===== config.mk =====
export PLATFORM = sky130hd
export DESIGN_NAME = median_filter_5tap_flat
export DESIGN_NICKNAME = d
export VERILOG_FILES = /design/src/hdl/mf5_pkg.sv /design/src/hdl/mf5_in_if.sv /design/src/hdl/mf5_out_if.sv /design/src/hdl/median_filter_5tap.sv /design/src/flat_wrapper.sv
export SDC_FILE = /design/constraint.sdc
export NUM_CORES = 1
export LEC_CHECK = 0
export BUFFER_PORTS_ARGS = -buffer_cell sky130_fd_sc_hd__buf_2
export CAP_MARGIN = 5
export CORE_MARGIN = 5
export CORE_UTILIZATION = 40
export DETAILED_ROUTE_END_ITERATION = 6
export SLEW_MARGIN = 20
export SYNTH_ARGS = -nofsm -noshare
export SYNTH_HDL_FRONTEND = slang
export SYNTH_SLANG_ARGS = --single-unit
export TNS_END_PERCENT = 20

===== constraint.sdc =====
create_clock -name clk -period 17.2 [get_ports clk]
set_clock_uncertainty 0.1 [all_clocks]
set_input_delay 2.58 -clock clk [delete_from_list [all_inputs] [get_ports clk]]
set_output_delay 2.58 -clock clk [all_outputs]
set_load 0.1 [all_outputs]

===== src/hdl/mf5_pkg.sv =====
// Shared types, constants and the five-input median function of the median filter.
package mf5_pkg;

  localparam int SAMPLE_W  = 16;
  localparam int MAX_BLOCK = 512;
  localparam int POS_W     = $clog2(MAX_BLOCK + 1);
  localparam int NET_LEN   = 9;
  localparam int SLOTS     = 3;
  localparam int CNT_W     = $clog2(SLOTS + 1);

  typedef logic signed [SAMPLE_W-1:0] sample_t;
  typedef logic [POS_W-1:0]           pos_t;
  typedef logic [CNT_W-1:0]           cnt_t;

  typedef struct packed {
    sample_t value;
    logic    done;
  } result_t;

  // Optimal 9-comparator sorting network for five inputs.
  localparam int NET_LO [NET_LEN] = '{0, 3, 2, 2, 1, 0, 0, 1, 1};
  localparam int NET_HI [NET_LEN] = '{1, 4, 4, 3, 4, 3, 2, 3, 2};

  function automatic sample_t median5(sample_t a, sample_t b, sample_t c,
                                      sample_t d, sample_t e);
    sample_t w [5];
    sample_t t;
    w[0] = a;
    w[1] = b;
    w[2] = c;
    w[3] = d;
    w[4] = e;
    for (int k = 0; k < NET_LEN; k++) begin
      if (w[NET_LO[k]] > w[NET_HI[k]]) begin
        t            = w[NET_LO[k]];
        w[NET_LO[k]] = w[NET_HI[k]];
        w[NET_HI[k]] = t;
      end
    end
    return w[2];
  endfunction

endpackage


===== src/hdl/mf5_in_if.sv =====
// Input sample channel: valid/ready plus sample and block end flag.
interface mf5_in_if;
  logic             valid;
  logic             ready;
  mf5_pkg::sample_t sample_in;
  logic             block_end;

  modport source (output valid, output sample_in, output block_end, input ready);
  modport sink   (input valid, input sample_in, input block_end, output ready);
endinterface


===== src/hdl/mf5_out_if.sv =====
// Result channel: valid/ready plus filtered sample and block done flag.
interface mf5_out_if;
  logic             valid;
  logic             ready;
  mf5_pkg::sample_t sample_out;
  logic             block_done;

  modport source (output valid, output sample_out, output block_done, input ready);
  modport sink   (input valid, input sample_out, input block_done, output ready);
endinterface


===== src/hdl/median_filter_5tap.sv =====
// Five-tap streaming median filter over blocks of signed 16-bit samples.
//
// samples: one request per input sample; block_end marks the last sample of a block.
// results: filtered samples in order; block_done marks the last result of a block.
// Each sample is replaced by the median of the five samples centred on it, with the
// block's first/last sample repeated at the edges. Output lags input by two samples,
// so the sample with block_end (or the 512th of a block) releases one, two or three results.
// Samples past the 512th of a block pass through unchanged.
// A request is registered in the input stage; its medians are computed from that stage and
// loaded into a three-entry result buffer once it is free, and the buffer presents the results.
// Throughput: one sample per cycle while results are taken; an item that releases several
// results holds the result buffer until its last result is being delivered, so sustained
// rate is set by the result port at one result per cycle.
// Reset clears the history, position count, input stage and result buffer.
// When results stalls, the buffer holds and samples.ready drops once the input stage
// is also full; nothing is dropped.
module median_filter_5tap (
  input  logic      clk,
  input  logic      rst,
  mf5_in_if.sink    samples,
  mf5_out_if.source results
);

  // history and block position, updated at accept
  mf5_pkg::sample_t hist [4];
  mf5_pkg::pos_t    pos;

  // input stage
  logic             s1_valid;
  mf5_pkg::sample_t s1_x;
  mf5_pkg::sample_t s1_h [4];
  logic             s1_last;
  logic             s1_pass;
  logic             s1_ge1;
  logic             s1_ge2;
  logic             s1_lim;

  // result buffer
  mf5_pkg::result_t slot [mf5_pkg::SLOTS];
  mf5_pkg::cnt_t    cnt;

  logic             accept;
  logic             pop;
  logic             buf_free;
  logic             s1_adv;
  logic             load;
  logic             at_start;
  logic             past_lim;
  mf5_pkg::sample_t med_a;
  mf5_pkg::sample_t med_b;
  mf5_pkg::sample_t med_c;
  logic             fin;
  mf5_pkg::cnt_t    n_res;
  mf5_pkg::result_t res_a;
  mf5_pkg::result_t res_b;
  mf5_pkg::result_t res_c;
  mf5_pkg::result_t new_slot [mf5_pkg::SLOTS];

  assign accept   = samples.valid && samples.ready;
  assign pop      = results.valid && results.ready;
  assign at_start = (pos == '0);
  assign past_lim = (pos >= mf5_pkg::POS_W'(mf5_pkg::MAX_BLOCK));

  // medians and result list of the staged item
  always_comb begin
    fin   = s1_last || s1_lim;
    med_a = mf5_pkg::median5(s1_h[3], s1_h[2], s1_h[1], s1_h[0], s1_x);
    med_b = mf5_pkg::median5(s1_h[2], s1_h[1], s1_h[0], s1_x, s1_x);
    med_c = mf5_pkg::median5(s1_h[1], s1_h[0], s1_x, s1_x, s1_x);
    res_a = '{value: med_a, done: 1'b0};
    res_b = '{value: med_b, done: 1'b0};
    res_c = '{value: med_c, done: s1_last};
    new_slot[0] = res_c;
    new_slot[1] = res_c;
    new_slot[2] = res_c;
    n_res       = '0;
    if (s1_pass) begin
      new_slot[0] = '{value: s1_x, done: s1_last};
      n_res       = mf5_pkg::CNT_W'(1);
    end else if (s1_ge2) begin
      new_slot[0] = res_a;
      new_slot[1] = res_b;
      n_res       = fin ? mf5_pkg::CNT_W'(3) : mf5_pkg::CNT_W'(1);
    end else if (fin && s1_ge1) begin
      new_slot[0] = res_b;
      n_res       = mf5_pkg::CNT_W'(2);
    end else if (fin) begin
      n_res       = mf5_pkg::CNT_W'(1);
    end
  end

  assign buf_free      = (cnt == '0) || ((cnt == mf5_pkg::CNT_W'(1)) && results.ready);
  assign s1_adv        = s1_valid && ((n_res == '0) || buf_free);
  assign load          = s1_adv && (n_res != '0);
  assign samples.ready = !s1_valid || s1_adv;

  assign results.valid      = (cnt != '0);
  assign results.sample_out = slot[0].value;
  assign results.block_done = slot[0].done;

  // history and position
  always_ff @(posedge clk) begin
    if (rst) begin
      pos <= '0;
      for (int k = 0; k < 4; k++) hist[k] <= '0;
    end else if (accept) begin
      if (past_lim) begin
        pos <= samples.block_end ? '0 : mf5_pkg::POS_W'(mf5_pkg::MAX_BLOCK);
      end else begin
        pos     <= samples.block_end ? '0 : pos + mf5_pkg::POS_W'(1);
        hist[0] <= samples.sample_in;
        hist[1] <= at_start ? samples.sample_in : hist[0];
        hist[2] <= at_start ? samples.sample_in : hist[1];
        hist[3] <= at_start ? samples.sample_in : hist[2];
      end
    end
  end

  // input stage
  always_ff @(posedge clk) begin
    if (rst) begin
      s1_valid <= 1'b0;
    end else if (accept) begin
      s1_valid <= 1'b1;
    end else if (s1_adv) begin
      s1_valid <= 1'b0;
    end
  end

  always_ff @(posedge clk) begin
    if (accept) begin
      s1_x    <= samples.sample_in;
      s1_last <= samples.block_end;
      s1_pass <= past_lim;
      s1_ge1  <= !at_start;
      s1_ge2  <= (pos >= mf5_pkg::POS_W'(2));
      s1_lim  <= (pos == mf5_pkg::POS_W'(mf5_pkg::MAX_BLOCK - 1));
      for (int k = 0; k < 4; k++) begin
        s1_h[k] <= at_start ? samples.sample_in : hist[k];
      end
    end
  end

  // result buffer: head at slot 0, shifts on each delivered result
  always_ff @(posedge clk) begin
    if (rst) begin
      cnt <= '0;
    end else if (load) begin
      cnt <= n_res;
    end else if (pop) begin
      cnt <= cnt - mf5_pkg::CNT_W'(1);
    end
  end

  always_ff @(posedge clk) begin
    if (load) begin
      for (int k = 0; k < mf5_pkg::SLOTS; k++) slot[k] <= new_slot[k];
    end else if (pop) begin
      for (int k = 0; k < mf5_pkg::SLOTS - 1; k++) slot[k] <= slot[k + 1];
    end
  end

endmodule


===== src/flat_wrapper.sv =====
// flat-port wrapper written by rule: the top's interface ports become plain ports
module median_filter_5tap_flat 
  (clk, rst, samples_valid, samples_sample_in, samples_block_end, samples_ready, results_valid, results_sample_out, results_block_done, results_ready);
  mf5_in_if samples_i ();
  mf5_out_if results_i ();
  input  logic clk;
  input  logic rst;
  input wire logic [$bits(samples_i.valid)-1:0] samples_valid;
  input wire logic [$bits(samples_i.sample_in)-1:0] samples_sample_in;
  input wire logic [$bits(samples_i.block_end)-1:0] samples_block_end;
  output wire logic [$bits(samples_i.ready)-1:0] samples_ready;
  output wire logic [$bits(results_i.valid)-1:0] results_valid;
  output wire logic [$bits(results_i.sample_out)-1:0] results_sample_out;
  output wire logic [$bits(results_i.block_done)-1:0] results_block_done;
  input wire logic [$bits(results_i.ready)-1:0] results_ready;
  assign samples_i.valid = samples_valid;
  assign samples_i.sample_in = samples_sample_in;
  assign samples_i.block_end = samples_block_end;
  assign samples_ready = samples_i.ready;
  assign results_valid = results_i.valid;
  assign results_sample_out = results_i.sample_out;
  assign results_block_done = results_i.block_done;
  assign results_i.ready = results_ready;
  median_filter_5tap u_core (.clk(clk), .rst(rst), .samples(samples_i), .results(results_i));
endmodule

# [After elaboration in Yosys (flattened, before gate mapping)]
# Memory sizes are Yosys's and may differ from the RTL's.
# Index checks and enable logic that the tools add are counted.
[classes] n_addsub=2 n_lt_le_gt_ge=24 n_eq_ne=2 muxes=68 bitwise_logic=6 n_reduce_logical=19
[ops] cell="16-bit two-way mux" n=30
[ops] cell="16-bit greater-than comparator" n=22
[ops] cell="32-bit two-way mux" n=6
[ops] cell="17-bit two-way mux" n=7
[ops] cell="10-bit two-way mux" n=3
[ops] cell="1-bit two-way mux" n=16
[ops] cell="2-bit two-way mux" n=6
[ops] cell="10-bit by 1-bit adder with 10-bit output (second input constant)" n=1
[ops] cell="10-bit by 9-bit == test with 1-bit output (second input constant)" n=1
[ops] cell="10-bit greater-or-equal comparator (second input constant)" n=1
[ops] cell="10-bit by 2-bit greater-or-equal comparator with 1-bit output (second input constant)" n=1
[ops] cell="10-bit zero test" n=1
[ops] cell="2-bit nonzero test" n=4
[ops] cell="1-bit logical AND" n=6
[ops] cell="1-bit OR" n=6
[ops] cell="2-bit zero test" n=2
[ops] cell="1-bit logical OR" n=4
[ops] cell="2-bit by 1-bit == test with 1-bit output (second input constant)" n=1
[ops] cell="1-bit zero test" n=2
[ops] cell="2-bit by 1-bit subtractor with 2-bit output (second input constant)" n=1
[word_totals] ff_bits=34 mem_bits_rw=179 input_bits=21 output_inout_bits=19 elab_cells=133 mem_count=3
[memory_table] name="u_core.hist" depth=4 width=16 rd=4 rd_ports_with_merged_regs=0 write_ports=4 line_no="median_filter_5tap.sv:25" text="mf5_pkg::sample_t hist [4];"
[memory_table] name="u_core.s1_h" depth=4 width=16 rd=4 rd_ports_with_merged_regs=0 write_ports=4 line_no="median_filter_5tap.sv:31" text="mf5_pkg::sample_t s1_h [4];"
[memory_table] name="u_core.slot" depth=3 width=17 rd=3 rd_ports_with_merged_regs=0 write_ports=3 line_no="median_filter_5tap.sv:39" text="mf5_pkg::result_t slot [mf5_pkg::SLOTS];"

# [Longest topological paths before layout]
# Gate-level depths: netlist of the first run.
# An unclocked memory read counts as a cell.
[depth] ltp_word=16 depth_mapped=83

# [Worst setup path after synthesis of the first run]
# Ideal clock, no wire load.
[synth_timing] kind="reg2reg" from="register u_core.s1_x[5]" to="memory u_core.slot[0][16] in the netlist's numbering, data pin" t_arrival_ns=14.814 t_required_ns=16.842 slack_ns=2.028 stages_incl_launch_ff=77 synth_period_minus_slack_ns=15.172 path_cell_list="edfxtp_1 -> clkbuf_1 -> inv_1 -> ha_1 -> and4_4 -> or3_1 -> o22ai_2 -> a21oi_1 -> nor3_1 -> clkbuf_1 -> buf_1 -> mux2i_1 -> ha_1 -> nand4_1 -> nor2_1 -> o21ai_0 -> a32oi_1 -> nor3_4 -> [... 41 more ...] -> mux2_4 -> mux2_4 -> inv_1 -> ha_1 -> nor2b_1 -> o21a_1 -> o21ai_0 -> nand2b_1 -> a21oi_1 -> o21ai_0 -> a211oi_1 -> mux2i_1 -> a31oi_1 -> and2_1 -> clkbuf_1 -> clkbuf_1 -> nand2_1 -> o221a_1"
[synth_lines] item="start: declaration" line_no="median_filter_5tap.sv:30" text="mf5_pkg::sample_t s1_x;"
[synth_lines] item="start signal: assignment" line_no="median_filter_5tap.sv:132" text="s1_x <= samples.sample_in;"
[synth_lines] item="end: declaration" line_no="median_filter_5tap.sv:39"

==> out/qor.csv, run 1 <==
stage;metric;value;unit
placement;io_buffers;39;
placement;post_dp_cell_area;25600;sq um
logic_synthesis;synth_top_area_share;0.252;
floorplan;fp.dieW;254;um
clock_tree;tritoncts;yes;
floorplan;start_util;0.403;
clock_tree;cts.sinks;213;
setup_path;cpMaxStageDelayCell;nor4b_1;
setup_path;cp.arrival;16350;ps
routing;vias;21700;
logic_synthesis;synth.avg_cell_area;8.49;sq um
routing;drtPass1Iterations;6;
sta;slew_headroom;0.221;
logic_synthesis;synthesis.nets;3173;
logic_synthesis;yosysTopAreaCell;edfxtp_1;
routing;antenna_violating_nets_post_route;0;
setup_path;critical-path-max-stage-delay;780;ps
global_route;grt_overflow;0;
sta;final-hold-violation-count;0;
sta;slew_violations;0;
floorplan;die_h;254;um
clock_tree;root_buffer;clkbuf_16;
placement;gp_congestion;1.00;
global_route;grt_pass1_vias;21200;
layout;design_area;26500;sq um
logic_synthesis;synth_most_common_cell;ha_1;
global_route;grt_antenna_before_repair;1;
clock_tree;clk_latency;570;ps
routing;drt_iter0_drc;1731;
sta;final.setup.tns;0;ps
min_path;hold_path_class;reg -> reg;
routing;vias_per_cell;5.94;
logic_synthesis;postSynth.asyncResetShare;0;
sta;final.period_utilization;0.939;
floorplan;dieArea;64500;sq um
global_route;grt_pass1_wl;144000;um
clock_tree;cts-buffers-inserted;26;
sta;rsz0062_at_grt;false;
outcome;outcome;finished clean;
setup_path;path_buf_inv;15;
logic_synthesis;synth_commonest_cells;ha_1 (348), nand2_1 (309), inv_1 (265);
placement;dp_hpwl;83900;um
logic_synthesis;synth_warnings;0;
sta;max_freq;0.0619;GHz
sta;tightest_slew;1160;ps
clock_tree;clockBufferDepth;3;
logic_synthesis;yosysUniqueCellTypes;86;
clock_tree;htreeDepth;1;
routing;drc;0;
logic_synthesis;synthesis.area;23800;sq um
setup_path;end_kind;register;
setup_path;critPathMaxFanout;20;
layout;nets;3238;
setup_path;cp.required;17400;ps
global_route;track_usage;0.303;
logic_synthesis;synth_area_leaders;edfxtp_1 (25%), ha_1 (18%), mux2i_1 (9.5%);
floorplan;design.portCount;40;
logic_synthesis;synth_cells;2804;
setup_path;cp_common_cell;buf_4;
routing;wl;101000;um
job;cap_viol_max_count;0;
sta;setup_viol;0;
setup_path;critPathKind;reg -> reg;
setup_path;path_delay_family;compound AO/OA/AOI/OAI gates;
clock_tree;cts_hold_buf;0;
layout;layout-drive-gt1-share;0.124;
logic_synthesis;synth-edff-count;200;
layout;area_delta_synth_final;11.3;%
global_route;grt_max_degree;68;
layout;fillers;5856;
logic_synthesis;synth-seq-area-share;0.263;
sta;min_period;16160;ps
clock_tree;cts.reportedPaths.clkPinSlew;60;ps
routing;wl_per_cell;27.6;um
logic_synthesis;synthFlopType;edfxtp_1;
floorplan;coreArea;59000;sq um
logic_synthesis;ys_ff_latch;213;
floorplan;rows;89;
setup_path;startpoint_type;register;
[cell usage in the layout, fill, tap and decap left out, types with 31 or more instances in the layout]
master / Yosys / final
nor2_1: 191 / 190
ha_1: 348 / 348
buf_4: 19 / 129
a21oi_1: 241 / 241
buf_2: 6 / 39
mux2i_1: 225 / 225
nor2b_1: 49 / 48
edfxtp_1: 200 / 200
nor3_1: 33 / 31
nand2_1: 309 / 309
a21o_1: 59 / 59
nand4_1: 70 / 70
inv_1: 265 / 263
a211oi_1: 33 / 32
mux2_2: 88 / 88
o21ai_0: 145 / 139
o21a_1: 57 / 57
[what timing repair did]
item                       in CTS  in global routing
setup endpoints to repair       0                 16
resized for setup               0                  4
buffers inserted                0                  2
[stage by stage]
step,setup slack (ps),hold WS (ps),cells,util
3_5_place_dp,375,390,3611,0.433
5_1_grt,124,421,3659,0.449
2_1_floorplan,2030,357,2804,-
3_3_place_gp,482,373,3611,0.433
6_report,1040,396,3660,0.449
4_1_cts,303,400,3656,0.448
[worst register-to-register path, delay by kind of cell (launching register included)]
family	cells	cell delay (ps)
AOI/OAI and AO/OA	23	5720
adders and majority gates	6	1770
buffers and inverters	15	2460
DFF	1	540
muxes	5	1590
and+or+nand+nor	18	3670
[area by class of cell]
cell class,count,area [sq um],share of cell area
Clock buffer,33,719,0.0271
Sequential cell,213,6270,0.236
Tap cell,773,967,0.0365
Inverter,266,1000,0.0377
Multi-Input combinational cell,2188,16100,0.608
Antenna cell,1,2.50,0.0000944
Timing Repair Buffer,174,1280,0.0484
Clock inverter,12,149,0.00562
[registers in the layout, summed over array words and instances (netlist names)]
signal and cells:
u_core.hist 64, u_core.s1_h 64, u_core.slot 51, u_core.s1_x 16, u_core.pos 10, u_core.cnt 2
u_core.s1_ge1 1, u_core.s1_ge2 1, u_core.s1_last 1, u_core.s1_lim 1, u_core.s1_pass 1, u_core.s1_valid 1
[per-layer routing]
layer / track usage / share of wire / vias to the layer above
met1: 0.398 / 0.43 / 10600
met4: 0.110 / 0.044 / 0
met3: 0.0342 / 0.058 / 166
met2: 0.517 / 0.47 / 707
met5: 0 / 0 / -
li1: - / - / 10300
[path summary, 6_finish.rpt]
kind | start | end | slack (ps) | cells past startpoint
worst max register to register | u_core.s1_x[7]$_DFFE_PP_ | u_core.slot[0][6]$_DFFE_PP_ | 1040 | 67
worst max-delay path | u_core.s1_x[7]$_DFFE_PP_ | u_core.slot[0][6]$_DFFE_PP_ | 1040 | 67
worst min register to register | u_core.pos[1]$_SDFFE_PP0P_ | u_core.pos[1]$_SDFFE_PP0P_ | 400 | 2
worst min-delay path | u_core.pos[1]$_SDFFE_PP0P_ | u_core.pos[1]$_SDFFE_PP0P_ | 400 | 2
[cells by family after synthesis]
group | synth area share
compound gates | 0.177
xor+xnor | 0.00221
fa+ha+maj | 0.183
buf+inv | 0.0676
flops | 0.263
mux | 0.140
simple gates | 0.167
Power of run 1 is left out: the tool's default activity adds up to more than one toggle a clock period on the data nets, which glitch-free logic cannot reach.
==> inputs of run 2 (changes only) <==
==> constraint.sdc (replaced) <==
create_clock -name clk -period 15.48 [get_ports clk]
set_clock_uncertainty 0.1 [all_clocks]
set_input_delay 2.322 -clock clk [delete_from_list [all_inputs] [get_ports clk]]
set_output_delay 2.322 -clock clk [all_outputs]
set_load 0.1 [all_outputs]
==> out/qor.csv, run 2 (synthesis results as in run 1) <==
stage;metric;value;unit
routing;wl;93100;um
sta;slew_headroom;0.275;
floorplan;dieArea;64500;sq um
sta;final.setup.worst_slack;933;ps
global_route;grt_max_degree;77;
placement;dp_hpwl;76200;um
routing;wl_per_cell;25.4;um
layout;area_delta_synth_final;11.3;%
setup_path;critPathKind;reg -> reg;
layout;final_common_cell;ha_1;
placement;post_dp_cell_area;25500;sq um
routing;antenna_violating_nets_post_route;0;
setup_path;startpoint_type;register;
min_path;hold_path_class;reg -> reg;
global_route;grt_pass1_wl;136000;um
setup_path;end_kind;register;
clock_tree;tritoncts;yes;
setup_path;ff2ff_setup_slack;930;ps
floorplan;coreArea;59000;sq um
job;cap_viol_max_count;0;
setup_path;cp_common_cell;buf_4;
layout;layout-drive-gt1-share;0.127;
floorplan;start_util;0.403;
sta;setup_viol;0;
outcome;outcome;finished clean;
sta;final.period_utilization;0.940;
global_route;track_usage;0.280;
layout;design_area;26500;sq um
setup_path;cp.arrival;14780;ps
clock_tree;cts.sinks;213;
clock_tree;clockBufferDepth;3;
global_route;grt_antenna_before_repair;6;
placement;io_buffers;39;
setup_path;critPathMaxFanout;32;
floorplan;rows;89;
sta;slew_violations;0;
clock_tree;htreeDepth;1;
global_route;grt_overflow;0;
clock_tree;clk_latency;590;ps
floorplan;design.portCount;40;
routing;drc;0;
sta;hold_slack;388;ps
routing;vias;21800;
sta;rsz0062_at_grt;false;
clock_tree;cts_hold_buf;0;
placement;gp_congestion;1.05;
setup_path;critical-path-max-stage-delay;610;ps
layout;nets;3236;
floorplan;die_h;254;um
sta;max_freq;0.0687;GHz
layout;reg_top3;u_core.hist x64, u_core.s1_h x64, u_core.slot x51;
placement;dpl_worst_slack;-309;ps
sta;tightest_slew;1090;ps
routing;drtPass1Iterations;6;
layout;final_cell_mix;ha_1 (348), nand2_1 (308), inv_1 (262);
clock_tree;cts-buffers-inserted;27;
sta;final-hold-violation-count;0;
clock_tree;root_buffer;clkbuf_16;
setup_path;cp.required;15710;ps
floorplan;fp.dieW;254;um
sta;min_period;14550;ps
setup_path;cpMaxStageDelayCell;edfxtp_1;
clock_tree;cts.reportedPaths.clkPinSlew;60;ps
global_route;grt_pass1_vias;21100;
routing;drt_iter0_drc;2059;
routing;vias_per_cell;5.96;
run 2: changes by cell type in the layout (fill, tap and decap cells not counted), sizes merged:
| cell | delta |
|---|---|
| buf | -2 |
| bufinv | +1 |
| a31oi | -1 |
| clkinvlp | +2 |
| clkbuf | +1 |
| inv | -2 |
| clkinv | +1 |
run 2: timing repair:
action	CTS	global route
resized for setup	2	25
setup buffers	2	8
pin swaps	1	0
setup endpoints to repair	15	16
run 2: path summary, 6_finish.rpt:
kind | startpoint | endpoint | cells after the start
hold reg to reg | u_core.pos[4]$_SDFFE_PP0P_ | u_core.pos[4]$_SDFFE_PP0P_ | 2
hold / removal | u_core.pos[4]$_SDFFE_PP0P_ | u_core.pos[4]$_SDFFE_PP0P_ | 2
setup reg to reg | u_core.s1_x[1]$_DFFE_PP_ | u_core.slot[0][16]$_DFFE_PP_ | 62
setup / recovery | u_core.s1_x[1]$_DFFE_PP_ | u_core.slot[0][16]$_DFFE_PP_ | 62
run 2: cell type report:
cell class / instances / area, sq um
well taps: 773 / 967
clock inverters: 14 / 176
multi-input cells: 2187 / 16200
flip-flops and latches: 213 / 6270
clock buffers: 34 / 723
inverters: 266 / 1000
fillers: 5845 / 32500
diodes: 1 / 2.50
repair buffers: 172 / 1210
run 2: per-layer routing:
metal  track usage  part of all wire  vias to the layer above
li1              -                 -                    10300
met1         0.370              0.42                    10400
met2         0.452              0.45                      843
met3        0.0445             0.076                      223
met4         0.125             0.052                        6
met5             0           0.00056                        -
run 2: critical path: cells and delay by family (launching register included):
family / cells / cell delay (ps)
adder cells (fa/ha/maj): 6 / 1910
flip-flops: 1 / 610
multiplexers: 4 / 1170
buffers and inverters: 13 / 2320
AND/OR/NAND/NOR: 18 / 3350
AO/OA/AOI/OAI: 21 / 4830
run 2: through the flow:
stage / utilization / std cells / setup TNS (ps)
floorplan: - / 2804 / 0
global placement: 0.431 / 3601 / -1540
detailed placement: 0.431 / 3601 / -3370
CTS: 0.447 / 3651 / 0
global route: 0.449 / 3659 / 0
finish: 0.449 / 3660 / 0
Power of run 2 is left out for the same reason.
